File: src/rtl/core/ctd_pkg.sv
package ctd_pkg;

    localparam int CH_W        = 3;
    localparam int SAMPLE_W    = 15;
    localparam int DROP_W      = 16;
    localparam int CMD_W       = 8;
    localparam int PHASE_W     = 2;
    localparam int STREAK_W    = 2;
    localparam int WARM_W      = 8;
    localparam int THR_W       = 8;
    localparam int CFG_W       = 64;
    localparam int CFG_IDX_W   = 2;
    localparam int MASK_W      = 3;
    localparam int IN_TDATA_W  = 24;
    localparam int OUT_TDATA_W = 32;
    localparam int CHANNELS_DEF = 8;

    localparam logic [WARM_W-1:0]   WARM_RESET = 8'd255;
    localparam logic [WARM_W-1:0]   WARM_LEARN = 8'd240;  // at or above: skipping
    localparam logic [DROP_W-1:0]   DROP_SAT   = 16'd65000;
    localparam logic [STREAK_W-1:0] STREAK_MAX = 2'd3;

    localparam logic [CMD_W-1:0] CMD_CH4_ON  = 8'h03;
    localparam logic [CMD_W-1:0] CMD_CH4_OFF = 8'h30;
    localparam logic [CMD_W-1:0] CMD_CH2_ON  = 8'h02;
    localparam logic [CMD_W-1:0] CMD_CH2_OFF = 8'h20;
    localparam logic [CMD_W-1:0] CMD_CH0_ON  = 8'h01;
    localparam logic [CMD_W-1:0] CMD_CH0_OFF = 8'h10;

    localparam logic [CH_W-1:0] CH_CMD0 = 3'd0;
    localparam logic [CH_W-1:0] CH_CMD2 = 3'd2;
    localparam logic [CH_W-1:0] CH_CMD4 = 3'd4;

    typedef enum logic [PHASE_W-1:0] {
        PH_SKIP   = 2'd0,
        PH_LEARN  = 2'd1,
        PH_DETECT = 2'd2
    } t_phase;

    typedef enum logic [CFG_IDX_W-1:0] {
        CFG_ON_THR  = 2'd0,
        CFG_OFF_THR = 2'd1,
        CFG_WARMUP  = 2'd2,
        CFG_LATCH   = 2'd3
    } t_cfg_idx;

    typedef enum logic [1:0] {
        ST_IDLE,
        ST_DIV,
        ST_DONE
    } t_state;

    // base + (s - base) / 16, quotient truncated toward zero
    function automatic logic [SAMPLE_W-1:0] track(input logic [SAMPLE_W-1:0] base,
                                                  input logic [SAMPLE_W-1:0] s);
        logic signed [SAMPLE_W:0] diff;
        logic signed [SAMPLE_W:0] q;
        logic        [SAMPLE_W:0] nb;
        diff = $signed({1'b0, s}) - $signed({1'b0, base});
        q    = diff >>> 4;
        if (diff[SAMPLE_W] && (diff[3:0] != 4'd0)) begin
            q = q + 16'sd1;
        end
        nb = {1'b0, base} + $unsigned(q);
        return nb[SAMPLE_W-1:0];
    endfunction

endpackage

File: src/rtl/core/ctd_div.sv
module ctd_div (
    input  logic                           i_clk,
    input  logic                           i_rst_n,
    input  logic                           i_start,
    input  logic [ctd_pkg::DROP_W-1:0]     i_dividend,
    input  logic [ctd_pkg::SAMPLE_W-1:0]   i_divisor,
    output logic                           o_done,
    output logic [ctd_pkg::DROP_W-1:0]     o_quotient
);

    localparam int CNT_W = $clog2(ctd_pkg::DROP_W);

    logic                           r_busy, n_busy;
    logic                           r_done, n_done;
    logic [CNT_W-1:0]               r_cnt, n_cnt;
    logic [ctd_pkg::DROP_W-1:0]     r_quo, n_quo;
    logic [ctd_pkg::SAMPLE_W-1:0]   r_rem, n_rem;
    logic [ctd_pkg::SAMPLE_W-1:0]   r_dvs;
    logic [ctd_pkg::DROP_W-1:0]     w_trial;
    logic [ctd_pkg::DROP_W-1:0]     w_sub;
    logic                           w_ge;

    // restoring division, one quotient bit per cycle, MSB first
    assign w_trial = {r_rem, r_quo[ctd_pkg::DROP_W-1]};
    assign w_ge    = w_trial >= {1'b0, r_dvs};
    assign w_sub   = w_trial - {1'b0, r_dvs};

    always_comb begin
        n_busy = r_busy;
        n_done = 1'b0;
        n_cnt  = r_cnt;
        n_quo  = r_quo;
        n_rem  = r_rem;
        if (i_start) begin
            n_busy = 1'b1;
            n_cnt  = '0;
            n_quo  = i_dividend;
            n_rem  = '0;
        end else if (r_busy) begin
            n_rem = w_ge ? w_sub[ctd_pkg::SAMPLE_W-1:0] : w_trial[ctd_pkg::SAMPLE_W-1:0];
            n_quo = {r_quo[ctd_pkg::DROP_W-2:0], w_ge};
            n_cnt = r_cnt + 1'b1;
            if (r_cnt == CNT_W'(ctd_pkg::DROP_W - 1)) begin
                n_busy = 1'b0;
                n_done = 1'b1;
            end
        end
    end

    always_ff @(posedge i_clk) begin
        if (!i_rst_n) begin
            r_busy <= 1'b0;
            r_done <= 1'b0;
            r_cnt  <= '0;
        end else begin
            r_busy <= n_busy;
            r_done <= n_done;
            r_cnt  <= n_cnt;
        end
        r_quo <= n_quo;
        r_rem <= n_rem;
        if (i_start) begin
            r_dvs <= i_divisor;
        end
    end

    assign o_done     = r_done;
    assign o_quotient = r_quo;

endmodule

File: src/rtl/core/capacitive_touch_detector.sv
// Capacitive touch detector: per-channel baseline tracking with press/release
// hysteresis and a shared warm-up counter.
// Input stream (s_axis_*): one transaction per sample, tagged with its channel.
// Output stream (m_axis_*): exactly one result transaction per input sample.
// Config port: i_cfg_we/i_cfg_idx/i_cfg_data, to be written only while idle;
// the block does not enforce this. Writing the warm-up register reloads the
// warm-up counter. No drop is computed during warm-up or for a sample at or
// above the baseline. A drop ratio comes from a radix-2 serial divider, one
// quotient bit per cycle.
// One sample is in flight at a time; s_axis_tready is high while idle.
// The result sits in an output register, so a new sample is taken while an
// earlier result waits on m_axis_tready; a stalled receiver holds the finished
// item until the output register frees up.
// Reset (synchronous, active low): baselines, streaks and press flags clear,
// thresholds and latch mask clear, warm-up counter loads 255, command byte 0.
module capacitive_touch_detector #(
    parameter int CHANNELS = ctd_pkg::CHANNELS_DEF
) (
    input  logic                                i_clk,
    input  logic                                i_rst_n,
    input  logic                                s_axis_tvalid,
    output logic                                s_axis_tready,
    // [2:0] channel, [17:3] sample, [23:18] zero
    input  logic [ctd_pkg::IN_TDATA_W-1:0]      s_axis_tdata,
    output logic                                m_axis_tvalid,
    input  logic                                m_axis_tready,
    // [15:0] drop_level, [16] touched, [17] press_event, [25:18] command_code,
    // [27:26] phase, [31:28] zero
    output logic [ctd_pkg::OUT_TDATA_W-1:0]     m_axis_tdata,
    input  logic                                i_cfg_we,
    input  logic [ctd_pkg::CFG_IDX_W-1:0]       i_cfg_idx,
    input  logic [ctd_pkg::CFG_W-1:0]           i_cfg_data
);

    localparam int IDX_W = (CHANNELS > 1) ? $clog2(CHANNELS) : 1;

    ctd_pkg::t_state r_state, n_state;

    logic [ctd_pkg::CFG_W-1:0]      r_on_thr;
    logic [ctd_pkg::CFG_W-1:0]      r_off_thr;
    logic [ctd_pkg::MASK_W-1:0]     r_latch_mask;
    logic [ctd_pkg::WARM_W-1:0]     r_warm, n_warm;
    logic                           r_toggle, n_toggle;
    logic [ctd_pkg::CMD_W-1:0]      r_cmd, n_cmd;

    logic [ctd_pkg::SAMPLE_W-1:0]   r_base   [CHANNELS];
    logic                           r_pressed[CHANNELS];
    logic [ctd_pkg::STREAK_W-1:0]   r_streak [CHANNELS];

    logic [ctd_pkg::CH_W-1:0]       r_ch;
    logic [ctd_pkg::SAMPLE_W-1:0]   r_s;
    ctd_pkg::t_phase                r_phase;
    logic                           r_in_range;
    logic                           r_need_div;

    logic                           r_m_valid;
    logic [ctd_pkg::OUT_TDATA_W-1:0] r_m_data;

    logic                           w_accept;
    logic                           w_commit;
    logic [ctd_pkg::CH_W-1:0]       w_in_ch;
    logic [ctd_pkg::SAMPLE_W-1:0]   w_in_s;
    logic                           w_in_range;
    logic [IDX_W-1:0]               w_in_idx;
    logic [ctd_pkg::SAMPLE_W-1:0]   w_in_base;
    ctd_pkg::t_phase                w_phase_now;
    logic                           w_need_div;
    logic [ctd_pkg::SAMPLE_W-1:0]   w_diff;
    logic [ctd_pkg::DROP_W-1:0]     w_dividend;
    logic                           w_div_done;
    logic [ctd_pkg::DROP_W-1:0]     w_quo;

    logic [IDX_W-1:0]               w_idx;
    logic [ctd_pkg::SAMPLE_W-1:0]   w_base;
    logic [ctd_pkg::DROP_W-1:0]     w_drop;
    logic [ctd_pkg::THR_W-1:0]      w_on_byte;
    logic [ctd_pkg::THR_W-1:0]      w_off_byte;
    logic [ctd_pkg::SAMPLE_W-1:0]   n_base;
    logic                           n_pressed;
    logic [ctd_pkg::STREAK_W-1:0]   n_streak;
    logic                           w_event;
    logic                           w_touched;
    logic                           w_bit_sel;
    logic                           w_tog_now;

    // ---- input side ----
    assign w_in_ch    = s_axis_tdata[ctd_pkg::CH_W-1:0];
    assign w_in_s     = s_axis_tdata[ctd_pkg::CH_W +: ctd_pkg::SAMPLE_W];
    assign w_in_range = int'(w_in_ch) < CHANNELS;
    assign w_in_idx   = IDX_W'(w_in_ch);
    assign w_in_base  = r_base[w_in_idx];
    assign w_accept   = s_axis_tvalid && s_axis_tready;

    always_comb begin
        priority if (r_warm >= ctd_pkg::WARM_LEARN) begin
            w_phase_now = ctd_pkg::PH_SKIP;
        end else if (r_warm != '0) begin
            w_phase_now = ctd_pkg::PH_LEARN;
        end else begin
            w_phase_now = ctd_pkg::PH_DETECT;
        end
    end

    assign w_need_div = w_in_range && (w_phase_now == ctd_pkg::PH_DETECT)
                        && (w_in_s < w_in_base) && (w_in_base != '0);
    assign w_diff     = w_in_base - w_in_s;
    // diff * 128 overflows 16 bits once diff reaches 512
    assign w_dividend = (w_diff[ctd_pkg::SAMPLE_W-1:9] != '0) ? ctd_pkg::DROP_SAT
                        : {w_diff[8:0], 7'b0};

    ctd_div u_div (
        .i_clk      (i_clk),
        .i_rst_n    (i_rst_n),
        .i_start    (w_accept && w_need_div),
        .i_dividend (w_dividend),
        .i_divisor  (w_in_base),
        .o_done     (w_div_done),
        .o_quotient (w_quo)
    );

    // ---- control ----
    always_comb begin
        n_state = r_state;
        unique case (r_state)
            ctd_pkg::ST_IDLE: begin
                if (w_accept) begin
                    n_state = w_need_div ? ctd_pkg::ST_DIV : ctd_pkg::ST_DONE;
                end
            end
            ctd_pkg::ST_DIV: begin
                if (w_div_done) begin
                    n_state = ctd_pkg::ST_DONE;
                end
            end
            ctd_pkg::ST_DONE: begin
                if (!r_m_valid || m_axis_tready) begin
                    n_state = ctd_pkg::ST_IDLE;
                end
            end
            default: n_state = ctd_pkg::ST_IDLE;
        endcase
    end

    always_comb begin
        s_axis_tready = (r_state == ctd_pkg::ST_IDLE);
        w_commit      = (r_state == ctd_pkg::ST_DONE) && (!r_m_valid || m_axis_tready);
    end

    // ---- decision on the held item ----
    assign w_idx      = IDX_W'(r_ch);
    assign w_base     = r_base[w_idx];
    assign w_drop     = r_need_div ? w_quo : '0;
    assign w_on_byte  = r_on_thr[{r_ch, 3'b000} +: ctd_pkg::THR_W];
    assign w_off_byte = r_off_thr[{r_ch, 3'b000} +: ctd_pkg::THR_W];

    always_comb begin
        n_base    = w_base;
        n_pressed = r_pressed[w_idx];
        n_streak  = r_streak[w_idx];
        n_warm    = r_warm;
        n_toggle  = r_toggle;
        n_cmd     = r_cmd;
        w_event   = 1'b0;
        w_bit_sel = 1'b0;
        w_tog_now = 1'b0;
        if (r_in_range) begin
            unique case (r_phase)
                ctd_pkg::PH_SKIP: begin
                    n_warm = r_warm - 1'b1;
                end
                ctd_pkg::PH_LEARN: begin
                    n_base = (w_base == '0) ? r_s : ctd_pkg::track(w_base, r_s);
                    n_warm = r_warm - 1'b1;
                end
                ctd_pkg::PH_DETECT: begin
                    priority if (w_drop < {8'd0, w_off_byte}) begin
                        n_streak  = '0;
                        n_pressed = 1'b0;
                        n_base    = ctd_pkg::track(w_base, r_s);
                    end else if (w_drop > {8'd0, w_on_byte}) begin
                        if (!r_pressed[w_idx] && (r_streak[w_idx] > 2'd1)) begin
                            w_event   = 1'b1;
                            n_pressed = 1'b1;
                            priority if (r_ch == ctd_pkg::CH_CMD4) begin
                                w_bit_sel = r_latch_mask[2];
                            end else if (r_ch == ctd_pkg::CH_CMD2) begin
                                w_bit_sel = r_latch_mask[1];
                            end else begin
                                w_bit_sel = r_latch_mask[0];
                            end
                            w_tog_now = w_bit_sel ? !r_toggle : 1'b1;
                            priority if (r_ch == ctd_pkg::CH_CMD4) begin
                                n_cmd = w_tog_now ? ctd_pkg::CMD_CH4_ON
                                                  : ctd_pkg::CMD_CH4_OFF;
                            end else if (r_ch == ctd_pkg::CH_CMD2) begin
                                n_cmd = w_tog_now ? ctd_pkg::CMD_CH2_ON
                                                  : ctd_pkg::CMD_CH2_OFF;
                            end else if (r_ch == ctd_pkg::CH_CMD0) begin
                                n_cmd = w_tog_now ? ctd_pkg::CMD_CH0_ON
                                                  : ctd_pkg::CMD_CH0_OFF;
                            end else begin
                                n_cmd = r_cmd;
                            end
                            if (w_bit_sel && ((r_ch == ctd_pkg::CH_CMD4)
                                              || (r_ch == ctd_pkg::CH_CMD2)
                                              || (r_ch == ctd_pkg::CH_CMD0))) begin
                                n_toggle = !r_toggle;
                            end
                        end else if (!r_pressed[w_idx]
                                     && (r_streak[w_idx] != ctd_pkg::STREAK_MAX)) begin
                            n_streak = r_streak[w_idx] + 1'b1;
                        end
                    end else begin
                        n_streak = r_streak[w_idx];
                    end
                end
                default: n_warm = r_warm;
            endcase
        end
        w_touched = r_in_range && n_pressed;
    end

    // ---- registers ----
    always_ff @(posedge i_clk) begin
        if (!i_rst_n) begin
            r_state      <= ctd_pkg::ST_IDLE;
            r_on_thr     <= '0;
            r_off_thr    <= '0;
            r_latch_mask <= '0;
            r_warm       <= ctd_pkg::WARM_RESET;
            r_toggle     <= 1'b0;
            r_cmd        <= '0;
            r_m_valid    <= 1'b0;
            for (int i = 0; i < CHANNELS; i++) begin
                r_base[i]    <= '0;
                r_pressed[i] <= 1'b0;
                r_streak[i]  <= '0;
            end
        end else begin
            r_state <= n_state;
            if (i_cfg_we) begin
                unique case (ctd_pkg::t_cfg_idx'(i_cfg_idx))
                    ctd_pkg::CFG_ON_THR:  r_on_thr     <= i_cfg_data;
                    ctd_pkg::CFG_OFF_THR: r_off_thr    <= i_cfg_data;
                    ctd_pkg::CFG_WARMUP:  r_warm       <= i_cfg_data[ctd_pkg::WARM_W-1:0];
                    ctd_pkg::CFG_LATCH:   r_latch_mask <= i_cfg_data[ctd_pkg::MASK_W-1:0];
                    default:              r_latch_mask <= r_latch_mask;
                endcase
            end
            if (w_commit) begin
                r_m_valid <= 1'b1;
                r_warm    <= n_warm;
                r_toggle  <= n_toggle;
                r_cmd     <= n_cmd;
                if (r_in_range) begin
                    r_base[w_idx]    <= n_base;
                    r_pressed[w_idx] <= n_pressed;
                    r_streak[w_idx]  <= n_streak;
                end
            end else if (m_axis_tready) begin
                r_m_valid <= 1'b0;
            end
        end
        if (w_accept) begin
            r_ch       <= w_in_ch;
            r_s        <= w_in_s;
            r_phase    <= w_phase_now;
            r_in_range <= w_in_range;
            r_need_div <= w_need_div;
        end
        if (w_commit) begin
            r_m_data <= {4'd0, r_phase, n_cmd, w_event, w_touched, w_drop};
        end
    end

    assign m_axis_tvalid = r_m_valid;
    assign m_axis_tdata  = r_m_data;

    // ---- assertions ----
    a_accept_leaves_idle: assert property (@(posedge i_clk) disable iff (!i_rst_n)
        w_accept |=> (r_state != ctd_pkg::ST_IDLE))
        else $error("accepted sample did not start processing");

    a_div_done_in_div: assert property (@(posedge i_clk) disable iff (!i_rst_n)
        w_div_done |-> (r_state == ctd_pkg::ST_DIV))
        else $error("divider finished outside the divide state");

    a_event_touched: assert property (@(posedge i_clk) disable iff (!i_rst_n)
        w_commit |=> (!m_axis_tdata[17] || m_axis_tdata[16]))
        else $error("press event without touched flag");

    a_drop_only_detect: assert property (@(posedge i_clk) disable iff (!i_rst_n)
        w_commit |=> ((m_axis_tdata[15:0] == '0)
                      || (m_axis_tdata[27:26] == ctd_pkg::PH_DETECT)))
        else $error("nonzero drop outside detection phase");

endmodule

File: config.mk
export PLATFORM = sky130hd
export DESIGN_NAME = capacitive_touch_detector
export DESIGN_NICKNAME = d
export VERILOG_FILES = /design/src/rtl/core/ctd_pkg.sv /design/src/rtl/core/ctd_div.sv /design/src/rtl/core/capacitive_touch_detector.sv
export SDC_FILE = /design/constraint.sdc
export NUM_CORES = 1
export LEC_CHECK = 0
export BUFFER_PORTS_ARGS = -buffer_cell sky130_fd_sc_hd__buf_2
export CAP_MARGIN = 15
export CORE_ASPECT_RATIO = 0.75
export CORE_UTILIZATION = 56
export DETAILED_ROUTE_END_ITERATION = 12
export GPL_TIMING_DRIVEN = 0
export PLACE_DENSITY = 0.77
export SETUP_SLACK_MARGIN = 0.2
export SLEW_MARGIN = 5
export SYNTH_ARGS = -nofsm -noshare
export SYNTH_HDL_FRONTEND = slang
export SYNTH_SLANG_ARGS = --single-unit
File: constraint.sdc
create_clock -name i_clk -period 7.6 [get_ports i_clk]
set_input_delay 0.76 -clock i_clk [delete_from_list [all_inputs] [get_ports i_clk]]
set_output_delay 0.76 -clock i_clk [all_outputs]
set_load 0.05 [all_outputs]
==> flow_summary.ini, run 1 <==
[timing]
finalMaxSlewViolations = 0
fin_tns_setup_ns = 0
fin_skew_ns = 0.0232
hold_viol_final = 0
post-route-min-period_ns = 7.23
slew_headroom_pct = 21.9
finalCritPeriodShare_pct = 95.1
fmax_ghz = 0.138
worstMarginPinSlew_ns = 1.17
grt_setup_unrepaired = no
setup_viol = 0

[synth]
ys_seq_elements = 399
synth_ff_type = edfxtp_1
synth.yosys.warnings = 0
ys_types = 84
syn_area_um2 = 22400
synth-async-reset-ratio_pct = 0
syn_inst = 2249
synth.avg_cell_area_um2 = 9.94
ys_seq_area_share_pct = 45.4
synth_edf_count = 216

[clock_tree]
path_clk_slew_ns = 0.07
clockBufferDepth = 3
clkLatencyLatePin_ns = 0.56
htree_levels = 2
cts_inserted_buffers = 40
cts_tree = done
hold_buffers = 0
cts_sinks = 399
cts_root_buffer = clkbuf_16

[worst_setup_path]
crit_path_max_fanout = 10
crit_path_start_kind = register
path_class = register to register
r2r_cells = 27
timing.rr.end = r_base[5][13]
reg2reg_slack_ns = 0.37
crit_arrival_ns = 7.52
cp-end-kind = register
max_stage_delay_ns = 0.53
crit_required_ns = 7.89
crit_path_top_delay_cell = mux4_2

[hold_path]
min_from = s_axis_tdata[2]
hold_depth = 1
min_to = r_ch[2]
hp-class = input pin to register

[outcome]
run_status = finished, final reports clean

[cells_and_area]
instances_no_fill = 2959
seq_area_um2 = 10200
postLayoutCoreUtil_pct = 64.6
final_cell_mix = nand2_1, edfxtp_1, nor2_1
final_layout_size_suffix_gt1_share_pct = 14.6
syn2layout_area_growth_pct = 12.1
final_nets = 2602
layout_commonest_cell = nand2_1
multi_input_area_um2 = 11400
antenna_cells = 0
nFillCells = 3125

[floorplan]
die_x_um = 233
die_h_um = 175
rows = 62
initial_utilization_pct = 57.7
core_um2 = 38800
io_pins = 129
die_area_um2 = 40700

[global_routing]
grt_overflow = 0
antenna_found_initial = 0
grt_pass1_vias = 18100
grt_max_degree = 38
grt_pass1_wl_mm = 109
globalRouteTotalUtil_pct = 35.8

[drt]
dr_total_vias = 19000
post-route-drc-count = 0
wire_per_inst_um = 24.7
drtIter0Drc = 2712
viasPerCell = 6.42
finalWirelength_mm = 73.0
dr.pass1.iters = 6
antenna_left = 0

[placement]
place_inst = 2884
place_congestion = 1.01
dpl.hpwl_mm = 54.3
portBuffers = 118

[power]
ir_drop_uv = 185
p_total_mw = 6.12
power_density_nw_per_um2 = 244
p_leak_nw = 9.56

[job]
maxCapViolCount = 0
[per-stage QoR]
stage	setup WS, ns	hold slack (ns)	cell area, um2
global placement	-1.30	0.444	23600
detailed placement	-0.932	0.456	23600
global route	0.114	0.387	25100
floorplan	0.440	0.436	22400
finish	0.371	0.407	25100
CTS	0.212	0.388	25000
[area by class of cell]
type                    instances  share of cell area [%]
well taps                     512                    2.55
clock buffers                  58                    4.57
inverters                      83                    1.24
multi-input cells            1635                    45.4
repair buffers                124                    2.52
flip-flops and latches        399                    40.5
clock inverters                14                   0.549
plain buffers                 134                    2.64
[sequential cells by signal, summed over array words and instances, names as in the netlist, 4 cells and up, named ones only]
| signal | count |
|---|---|
| r_on_thr | 64 |
| r_s | 15 |
| r_streak | 16 |
| r_off_thr | 64 |
| r_warm | 8 |
| u_div.r_cnt | 4 |
| u_div.r_rem | 15 |
| u_div.o_quotient | 16 |
| r_base | 120 |
| u_div.r_dvs | 15 |
| m_axis_tdata | 28 |
| r_cmd | 8 |
| r_pressed | 8 |
[worst max-delay path by stage]
stage                     to  slack [ns]  cells past startpoint
6_report       r_base[5][13]        0.37                     27
5_1_grt        r_base[5][13]        0.11                     28
4_1_cts        r_base[6][14]        0.21                     28
3_5_place_dp   r_base[4][11]       -0.93                     25
3_3_place_gp   r_base[7][13]       -1.30                     25
2_1_floorplan  r_base[0][13]        0.44                     26
[power by group]
group | total, mW | internal [mW] | leakage [nW] | switching, mW
logic | 1.72 | 0.633 | 5.30 | 1.08
registers | 2.41 | 2.35 | 3.64 | 0.0586
clock network | 2.00 | 1.12 | 0.621 | 0.874
total | 6.12 | 4.11 | 9.56 | 2.02
[kinds of logic after synthesis]
| family | after synthesis | share of synthesized area, % |
|---|---|---|
| simple gates | 861 | 17.1 |
| compound gates | 463 | 14.4 |
| flops | 399 | 45.4 |
| buf+inv | 218 | 4.23 |
| mux | 159 | 11.4 |
| fa+ha+maj | 90 | 5.17 |
| xor+xnor | 58 | 2.27 |
| other cells | 1 | 0.0168 |
[cells in the mapped netlist (5+ instances only)]
cell type / count / area share (%)
o21ai_0: 59 / 1.3
and3_1: 12 / 0.34
o22a_1: 8 / 0.31
or3_1: 9 / 0.25
a22o_1: 14 / 0.55
or2_2: 7 / 0.20
mux2i_1: 52 / 2.3
buf_1: 14 / 0.24
nor2b_1: 34 / 0.95
nand2b_1: 20 / 0.56
nor3b_1: 10 / 0.34
a31oi_1: 7 / 0.20
a21oi_1: 86 / 1.9
nand2_1: 393 / 6.6
a2111oi_0: 5 / 0.20
o211ai_1: 8 / 0.27
inv_1: 80 / 1.3
a21o_1: 12 / 0.40
o22ai_1: 15 / 0.42
nand3_1: 48 / 1.1
and2_1: 28 / 0.78
nor2_1: 215 / 3.6
ha_1: 86 / 4.8
nor4_1: 10 / 0.28
nor3_1: 39 / 0.87
buf_6: 8 / 0.40
a211oi_1: 30 / 1.0
a22oi_1: 13 / 0.44
clkbuf_1: 91 / 1.5
buf_4: 11 / 0.37
mux4_2: 67 / 6.7
nand4_1: 17 / 0.48
edfxtp_1: 216 / 29
dfxtp_1: 183 / 16
o2111ai_1: 5 / 0.20
buf_2: 9 / 0.20
xnor2_1: 34 / 1.3
mux2_2: 34 / 1.7
a21boi_0: 130 / 4.4
o21a_1: 16 / 0.54
xor2_1: 24 / 0.94
a221oi_1: 11 / 0.43
[timing repair]
action                     in CTS  in global routing
hold endpoints to repair        0                  0
setup endpoints to repair      80                 55
setup buffers                   2                  2
resized for setup              15                 24
pin swaps                       2                  6
[critical path, delay by kind of cell, from the launching register on]
family / cells / cell delay [ns]
flip-flops: 1 / 0.37
XOR/XNOR: 2 / 0.28
AND/OR/NAND/NOR: 6 / 1.07
buffers and inverters: 7 / 1.36
adder cells (fa/ha/maj): 2 / 0.61
AO/OA/AOI/OAI: 8 / 2.32
multiplexers: 2 / 0.90
[routing by layer]
layer,wire (um),share of wire [%],track usage [%],vias up
li1,-,-,-,8418
met1,30100,41,52.0,9176
met2,30500,42,51.4,1258
met3,10700,15,11.4,157
met4,1590,2.2,8.93,0
met5,0,0,0,-
No activity file was read; power rests on OpenSTA's default activity.
==> inputs of run 2 (changes only) <==
--- a/config.mk
+++ b/config.mk
@@ -16,4 +16,5 @@
 export SLEW_MARGIN = 5
 export SYNTH_ARGS = -nofsm -noshare
 export SYNTH_HDL_FRONTEND = slang
+export SYNTH_HIERARCHICAL = 1
 export SYNTH_SLANG_ARGS = --single-unit
==> flow_summary.ini, run 2 <==
[hold_path]
min_to = r_ch[2]
min_from = s_axis_tdata[2]
hold_depth = 1
hp-class = input pin to register

[cells_and_area]
nFillCells = 3156
final_cell_mix = nand2_1, nor2_1, edfxtp_1
final_nets = 2552
top_regs = r_base (120), r_off_thr (64), r_on_thr (64)
top_register = r_base
final_layout_size_suffix_gt1_share_pct = 16.1
layout_commonest_cell = nand2_1
largest_reg_flops = 120
syn2layout_area_growth_pct = 12.1

[timing]
finalCritPeriodShare_pct = 93.2
slew_headroom_pct = 27.4
post-route-min-period_ns = 7.08
fmax_ghz = 0.141
setup_ws_ns = 0.520
fin_skew_ns = 0.0455
worstMarginPinSlew_ns = 1.09
finalMaxSlewViolations = 0
grt_setup_unrepaired = no
setup_viol = 0
hold_viol_final = 0

[global_routing]
grt.met3_usage_pct = 9.48
grt.met1_usage_pct = 49.7
grt_max_degree = 30
grt-busiest-layer = met1
antenna_found_initial = 1
grt_overflow = 0
grt_pass1_vias = 17700
grt_use_met2_pct = 48.5
globalRouteTotalUtil_pct = 33.8
grt_pass1_wl_mm = 104

[clock_tree]
hold_buffers = 0
cts_sinks = 399
clockBufferDepth = 3
path_clk_slew_ns = 0.06
htree_levels = 2
cts_tree = done
clkLatencyLatePin_ns = 0.58
cts_inserted_buffers = 39
cts_root_buffer = clkbuf_16

[synth]
synth_compound_area_share_pct = 14.3
synth_area_leaders = edfxtp_1, dfxtp_1, mux4_2
synthXorXnorAreaFrac_pct = 2.23
ys_seq_elements = 399
synthMuxAreaShare_pct = 13.2
ys_types = 94
syn_inst = 2196
synth_ff_type = edfxtp_1
syn_area_um2 = 22400
synthSimpleGateAreaFrac_pct = 16.0
ys_seq_area_share_pct = 45.4
synth_adder_area_share_pct = 5.11
synth-async-reset-ratio_pct = 0
synth.yosys.warnings = 6
yosysTopAreaCellShare_pct = 29.0
synth_top_family_by_area = simple AND/OR/NAND/NOR gates
post-synth-top-area-cell = edfxtp_1
synth_common_cells = nand2_1, nor2_1, edfxtp_1
yosysMostFrequentCell = nand2_1
synth_edf_count = 216
synth.avg_cell_area_um2 = 10.2

[power]
p_leak_nw = 9.37
p_total_mw = 5.93
power_density_nw_per_um2 = 237
ir_drop_uv = 149

[worst_setup_path]
crit_path_top_delay_cell = nor4b_4
cp_num_buf_inv = 6
crit_arrival_ns = 7.37
crit_path_max_fanout = 10
path_class = register to register
crit_path_start_kind = register
r2r_cells = 27
max_stage_delay_ns = 0.42
cp_top_family = simple AND/OR/NAND/NOR gates
cp-end-kind = register
reg2reg_slack_ns = 0.52
timing.rr.end = r_base[3][14]
crit_required_ns = 7.89

[placement]
place_congestion = 1.04
portBuffers = 118
dpl.hpwl_mm = 51.6
dp_slack_ns = -1.38

[drt]
finalWirelength_mm = 69.2
dr.pass1.iters = 6
drtIter0Drc = 2472
viasPerCell = 6.40
wire_per_inst_um = 23.7
antenna_left = 0
dr_total_vias = 18700
post-route-drc-count = 0

[floorplan]
io_pins = 129
die_x_um = 233
die_area_um2 = 40800
die_h_um = 175
initial_utilization_pct = 56.8
rows = 63
core_um2 = 39400

[job]
maxCapViolCount = 0

[outcome]
run_status = finished, final reports clean
[run 2: cell types whose count changed in the layout (fill, tap and decap cells not counted), moves of 8 or more]
cell,delta
a211oi_1,-12
a21boi_0,-60
a21boi_1,+62
a21oi_1,-9
inv_1,-9
mux2_2,+21
mux4_2,+10
nand2_1,-49
nor2_1,+13
nor3_1,-14
o21ai_0,-29
o21ai_1,+27
o22a_1,-8
o22ai_1,-9
[run 2: what timing repair did]
| action | CTS | global route |
|---|---|---|
| gates resized for setup | 10 | 11 |
| pin swaps | 2 | 1 |
| buffers inserted | 2 | 2 |
| endpoints found under the setup margin | 96 | 39 |
[run 2: worst max-delay path by stage]
stage	startpoint	to	slack [ns]	cells after the start
floorplan	register	r_base[0][13]	0.83	25
global placement	register	r_base[6][13]	-1.12	24
detailed placement	register	r_base[7][13]	-1.38	24
CTS	register	r_base[2][14]	0.29	26
global route	register	r_base[2][13]	0.18	27
finish	register	r_base[3][14]	0.52	27
[run 2: cell families after synthesis]
logic type               Yosys count
AND/OR/NAND/NOR                  804
AO/OA/AOI/OAI                    447
flip-flops                       399
buffers and inverters            211
multiplexers                     188
adder cells (fa/ha/maj)           89
XOR/XNOR                          57
other                              1
[run 2: stage by stage]
stage / hold slack (ns) / util [%] / instance area, um2 / instances / setup TNS (ns)
final: 0.385 / 63.6 / 25100 / 2918 / 0
after global routing: 0.387 / 63.6 / 25100 / 2917 / 0
after CTS: 0.379 / 63.4 / 25000 / 2914 / 0
after detailed placement: 0.447 / 60.0 / 23700 / 2842 / -50.61
after global placement: 0.442 / 60.0 / 23600 / 2841 / -36.06
after floorplan: 0.432 / - / 22400 / 2203 / 0
[run 2: worst reg2reg max path, cell delays in order (launching register included)]
cell      delay [ns]
dfxtp_1         0.32
buf_2           0.19
clkbuf_4        0.30
buf_2           0.31
clkbuf_2        0.33
mux4_2          0.39
mux2i_4         0.34
ha_1            0.31
nor2b_1         0.15
o31a_1          0.31
o21ai_4         0.32
o22ai_2         0.28
nor2_2          0.26
nand4_1         0.27
nor4b_4         0.43
nand3_1         0.15
xnor2_1         0.17
ha_1            0.38
inv_1           0.06
o21bai_1        0.21
a21oi_1         0.12
a31oi_1         0.19
nor2_1          0.07
xor2_1          0.18
or4_1           0.42
nand4b_1        0.15
buf_12          0.15
a21oi_1         0.08
[run 2: area by class of cell]
type | instances | area, um2 | share of cell area, %
clock buffer | 48 | 1060 | 4.23
antenna | 1 | 2.50 | 0.00998
tap | 520 | 651 | 2.59
buffer | 134 | 569 | 2.27
timing repair buffer | 124 | 658 | 2.62
sequential | 399 | 10100 | 40.5
multi-input combinational | 1593 | 11500 | 45.7
clock inverter | 22 | 229 | 0.913
inverter | 77 | 289 | 1.15
[run 2: power by group]
part	switching (mW)	internal [mW]	total (mW)
Combinational	0.935	0.583	1.52
Clock	0.874	1.13	2.01
Sequential	0.0585	2.35	2.41
[run 2: layer usage]
layer / vias to the layer above / wire [um]
met5: - / 0
met4: 0 / 1970
met3: 161 / 9270
met2: 1163 / 28900
met1: 9064 / 29100
li1: 8296 / -
